--- src/rtl/polyphonic_square_tone_mixer_macros.svh ---
// Assertion macros for the polyphonic square tone mixer.
`ifndef POLYPHONIC_SQUARE_TONE_MIXER_MACROS_SVH
`define POLYPHONIC_SQUARE_TONE_MIXER_MACROS_SVH
`ifndef SYNTHESIS
`define PSTM_ASSERT(label, clk, rst_n, prop, msg) \
  label: assert property (@(posedge clk) disable iff (!rst_n) prop) else $error(msg);
`define PSTM_ASSERT_IMPL(label, clk, rst_n, ante, cons, msg) \
  label: assert property (@(posedge clk) disable iff (!rst_n) (ante) |-> (cons)) else $error(msg);
`else
`define PSTM_ASSERT(label, clk, rst_n, prop, msg)
`define PSTM_ASSERT_IMPL(label, clk, rst_n, ante, cons, msg)
`endif
`endif

--- src/rtl/pstm_pkg.sv ---
// Shared types and constants of the polyphonic square tone mixer.
package pstm_pkg;
  localparam int unsigned DefChannels = 64;
  localparam logic [7:0] SquareHighLimit = 8'd128;
  localparam logic [7:0] LevelMax = 8'd255;

  typedef enum logic [2:0] {
    FuncTick = 3'd0, FuncStartCh = 3'd1, FuncStartFree = 3'd2,
    FuncStopCh = 3'd3, FuncStopAll = 3'd4, FuncUpdate = 3'd5
  } func_e;

  typedef enum logic [2:0] {
    StIdle, StRead, StWrite, StDiv, StCount, StOut
  } state_e;

  typedef struct packed {
    logic        start;
    logic [13:0] dividend;
    logic [6:0]  divisor;
  } div_req_t;

  typedef struct packed {
    logic        done;
    logic [13:0] quotient;
  } div_rsp_t;
endpackage

--- src/rtl/pstm_div.sv ---
// Bit-serial restoring divider for the mix sum.
module pstm_div (
  input  logic              clk_i,
  input  logic              rst_ni,
  input  pstm_pkg::div_req_t req_i,
  output pstm_pkg::div_rsp_t rsp_o
);
  import pstm_pkg::*;

  logic [13:0] quo_q, quo_d;
  logic [6:0]  rem_q, rem_d;
  logic [6:0]  den_q, den_d;
  logic [3:0]  cnt_q, cnt_d;
  logic        busy_q, busy_d, done_q, done_d;
  logic [7:0]  trial;

  always_comb begin
    quo_d = quo_q; rem_d = rem_q; den_d = den_q; cnt_d = cnt_q;
    busy_d = busy_q; done_d = 1'b0;
    trial = {rem_q, quo_q[13]};
    if (req_i.start) begin
      quo_d = req_i.dividend; rem_d = '0; den_d = req_i.divisor;
      cnt_d = 4'd0; busy_d = 1'b1;
    end else if (busy_q) begin
      // One quotient bit per cycle; the remainder stays below the divisor.
      if (trial >= {1'b0, den_q}) begin
        rem_d = 7'(trial - {1'b0, den_q});
        quo_d = {quo_q[12:0], 1'b1};
      end else begin
        rem_d = trial[6:0];
        quo_d = {quo_q[12:0], 1'b0};
      end
      cnt_d = 4'(cnt_q + 4'd1);
      if (cnt_q == 4'd13) begin
        busy_d = 1'b0; done_d = 1'b1;
      end
    end
  end

  always_ff @(posedge clk_i or negedge rst_ni) begin
    if (!rst_ni) begin
      busy_q <= 1'b0; done_q <= 1'b0; cnt_q <= '0;
    end else begin
      busy_q <= busy_d; done_q <= done_d; cnt_q <= cnt_d;
    end
  end

  always_ff @(posedge clk_i) begin
    quo_q <= quo_d; rem_q <= rem_d; den_q <= den_d;
  end

  assign rsp_o.done = done_q;
  assign rsp_o.quotient = quo_q;
endmodule
--- config.mk ---
export PLATFORM = sky130hd
export DESIGN_NAME = pstm_div
export DESIGN_NICKNAME = d
export VERILOG_FILES = /design/src/rtl/polyphonic_square_tone_mixer_macros.svh /design/src/rtl/pstm_pkg.sv /design/src/rtl/pstm_div.sv
export SDC_FILE = /design/constraint.sdc
export NUM_CORES = 1
export LEC_CHECK = 0
export BUFFER_PORTS_ARGS = -buffer_cell sky130_fd_sc_hd__buf_2
export CORE_AREA = 2 2 52 103
export DETAILED_ROUTE_END_ITERATION = 12
export DIE_AREA = 0 0 54 105
export GPL_TIMING_DRIVEN = 1
export PLACE_DENSITY = 0.64
export SLEW_MARGIN = 40
export SYNTH_ARGS = -nofsm -noshare
export SYNTH_HDL_FRONTEND = slang
export SYNTH_SLANG_ARGS = --single-unit
--- constraint.sdc ---
create_clock -name clk_i -period 2.6 [get_ports clk_i]
set_clock_uncertainty 0.1 [all_clocks]
set_input_delay 0.13 -clock clk_i [delete_from_list [all_inputs] [get_ports clk_i]]
set_output_delay 0.13 -clock clk_i [all_outputs]
set_load 0.02 [all_outputs]
==> results.yml <==
finish:
  syn2layout_area_growth_pct: 21.1
  antenna_cells: 0
  postLayoutCellArea_um2: 2310
  nets: 245
  drive_above_1_share: 0.340
  final_cells: 269
sta:
  report.final.slew_viol_count: 0
  rsz0062_at_grt: "no"
  fmax_mhz: 412
  hold_violations: 0
  slew_headroom: 0.474
  fin_crit_sh: 0.935
  min_period_ns: 2.43
  setup_ws_ns: 0.170
  setup_viol: 0
  tightest_slew_ns: 0.789
  fin_tns_setup_ns: 0
grt:
  grt-busiest-layer: "met2"
  grt_use_met1: 0.183
  grt_pass1_wl_um: 6870
  met3_usage: 0.0257
  grt_max_degree: 42
  grt_antenna_before_repair: 0
  grtUsageTotal: 0.167
  first_global_vias: 1507
  grt_use_met2: 0.294
  overflow: 0
setup_path:
  critPathLaunchType: "flop"
  reg2reg_to: "rem_q[2]"
  worst-r2r-cell-count: 7
  worstPathRequired_ns: 2.71
  worst_ep_arrival_time_ns: 2.54
  cp_max_fo: 9
  ff2ff_setup_slack_ns: 0.17
  cp_top_family: "compound AO/OA/AOI/OAI gates"
  worstReg2RegStart: "quo_q[13]"
  cp_cell_sequence: "inv_1 -> ha_1 -> fa_1 -> nand2b_2 -> a211o_1 -> and3_1 -> a311oi_2"
  path_class: "flop to flop"
  slowest_stage: "fa_1"
  cpPeakStageDelay_ns: 0.40
  endpoint_kind: "flop"
  path_buf_inv: 1
yosys:
  syn_area_per_cell_um2: 11.5
  yosysTopAreaCell: "edfxtp_1"
  syn-cell-area_um2: 1910
  synth-main-ff-cell: "edfxtp_1"
  synth_area_leaders: "edfxtp_1, dfrtp_1, mux2_2"
  synth_cell_types: 48
  ys_warn_count: 0
  synth.cells.most_frequent: "edfxtp_1, nor2_1, mux2_2"
  synth_top_area_share: 0.331
  yosysSeqAreaShare: 0.483
  syn-instance-count: 166
  synth-edff-count: 21
  ys_async_sr_fraction: 0.176
  syn_nets: 200
  ys_ff_latch: 34
  post-synth-top-count-cell: "edfxtp_1"
cts:
  htreeDepth: 2
  clock-root-buffer: "clkbuf_8"
  numCtsBuffers: 5
  cts_tree: "yes"
  cts.sinks: 34
  postCtsSetupBuffers: 0
  clk_pin_slew_worst_paths_ns: 0.08
  clk_latency_ns: 0.29
  clk_path_buf_depth: 2
  ctsResizeCount: 0
floorplan:
  start_util: 0.392
  row_count: 36
  io_pins: 39
  die_area_um2: 5670
  die_h_um: 105
  core_area_um2: 4860
  die_w_um: 54
min_path:
  whs_endpoint: "quo_q[5]"
  holdPathStages: 2
  hp-class: "primary input to flop"
  min_from: "req_i[12]"
placed_design:
  gp_congestion: 0.838
  hpwl_um: 3040
  pre_cts_slack_ns: 0.189
  dp_cells: 253
  io_buffers: 38
  place_area_um2: 2130
drt:
  via_per_inst: 5.36
  drt-pass1-iter-count: 4
  wl_um: 4080
  wl_per_cell_um: 15.2
  first_iter_violations: 38
  ant_nets: 0
  drcViolationCount: 0
  via_count: 1441
flow_run:
  max_cap_viol_count: 0
power:
  p_leak_uw: 0.000981
  power_density_nw_per_um2: 879
  vdd_drop_max_uv: 534
run_status:
  status: "completed"
stage by stage:
step            util  hold slack, ns  total power, uW
2_1_floorplan      -          -0.266             1390
5_1_grt        0.475          0.0420             2150
4_1_cts        0.475          0.0335             2050
6_report       0.475          0.0351             2030
3_3_place_gp   0.437          -0.142             1570
3_5_place_dp   0.437          -0.139             1580
registers in the layout, indices dropped and copies added (netlist names):
name,count
done_q,1
den_q,7
quo_q,14
rem_q,7
cnt_q,4
busy_q,1
kinds of logic after synthesis:
kind of cell / count (synthesis) / synth area share
and+or+nand+nor: 47 / 0.136
AOI/OAI and AO/OA: 34 / 0.152
DFF: 34 / 0.483
buffers and inverters: 22 / 0.0538
muxes: 14 / 0.0820
adders and majority gates: 10 / 0.0696
xor gates and xnor gates: 5 / 0.0230
power by group:
group | switching, uW | internal, uW
sequential | 79.8 | 677
combinational | 450 | 373
clock | 206 | 243
worst max path at each step:
stage	cells past startpoint	to	startpoint
2_1_floorplan	9	rem_q[0]	quo_q[13]
3_3_place_gp	7	rem_q[0]	quo_q[13]
3_5_place_dp	7	rem_q[2]	quo_q[13]
4_1_cts	7	rem_q[2]	quo_q[13]
5_1_grt	7	rem_q[2]	quo_q[13]
6_report	7	rem_q[2]	quo_q[13]
what timing repair did:
action | CTS | global route
hold endpoints to repair | 13 | 0
setup endpoints to repair | 0 | 0
hold buffers | 8 | 0
layer usage:
| metal | vias to the layer above | share of wire |
|---|---|---|
| met1 | 691 | 0.36 |
| met5 | - | 0 |
| met3 | 9 | 0.037 |
| met2 | 47 | 0.58 |
| met4 | 0 | 0.029 |
| li1 | 694 | - |
worst reg2reg max path, cell delays in order, from the launching register on:
cell	delay, ns
edfxtp_1	0.35
inv_1	0.07
ha_1	0.22
fa_1	0.40
nand2b_2	0.22
a211o_1	0.38
and3_1	0.33
a311oi_2	0.29
cell usage in the layout, fill, tap and decap left out, drive strengths merged, types with 4 or more instances in the layout:
| master | instances |
|---|---|
| nor3b | 4 |
| edfxtp | 21 |
| a41oi | 4 |
| nand2 | 7 |
| clkbuf | 6 |
| o21ai | 5 |
| dfrtp | 6 |
| mux2 | 13 |
| nor2 | 14 |
| buf | 40 |
| ha | 9 |
| nand2b | 5 |
| dfxtp | 7 |
| inv | 12 |
| a211oi | 4 |
| dlygate4sd3 | 8 |
area by class of cell:
| class | instances | area, um2 |
|---|---|---|
| clock buffer | 6 | 93.8 |
| clock inverter | 2 | 10.0 |
| fill | 458 | 2550 |
| inverter | 12 | 45.0 |
| multi-input combinational | 110 | 883 |
| sequential | 34 | 921 |
| tap | 57 | 71.3 |
| timing repair buffer | 48 | 285 |
Note: power is estimated with default switching activity, not from simulation.
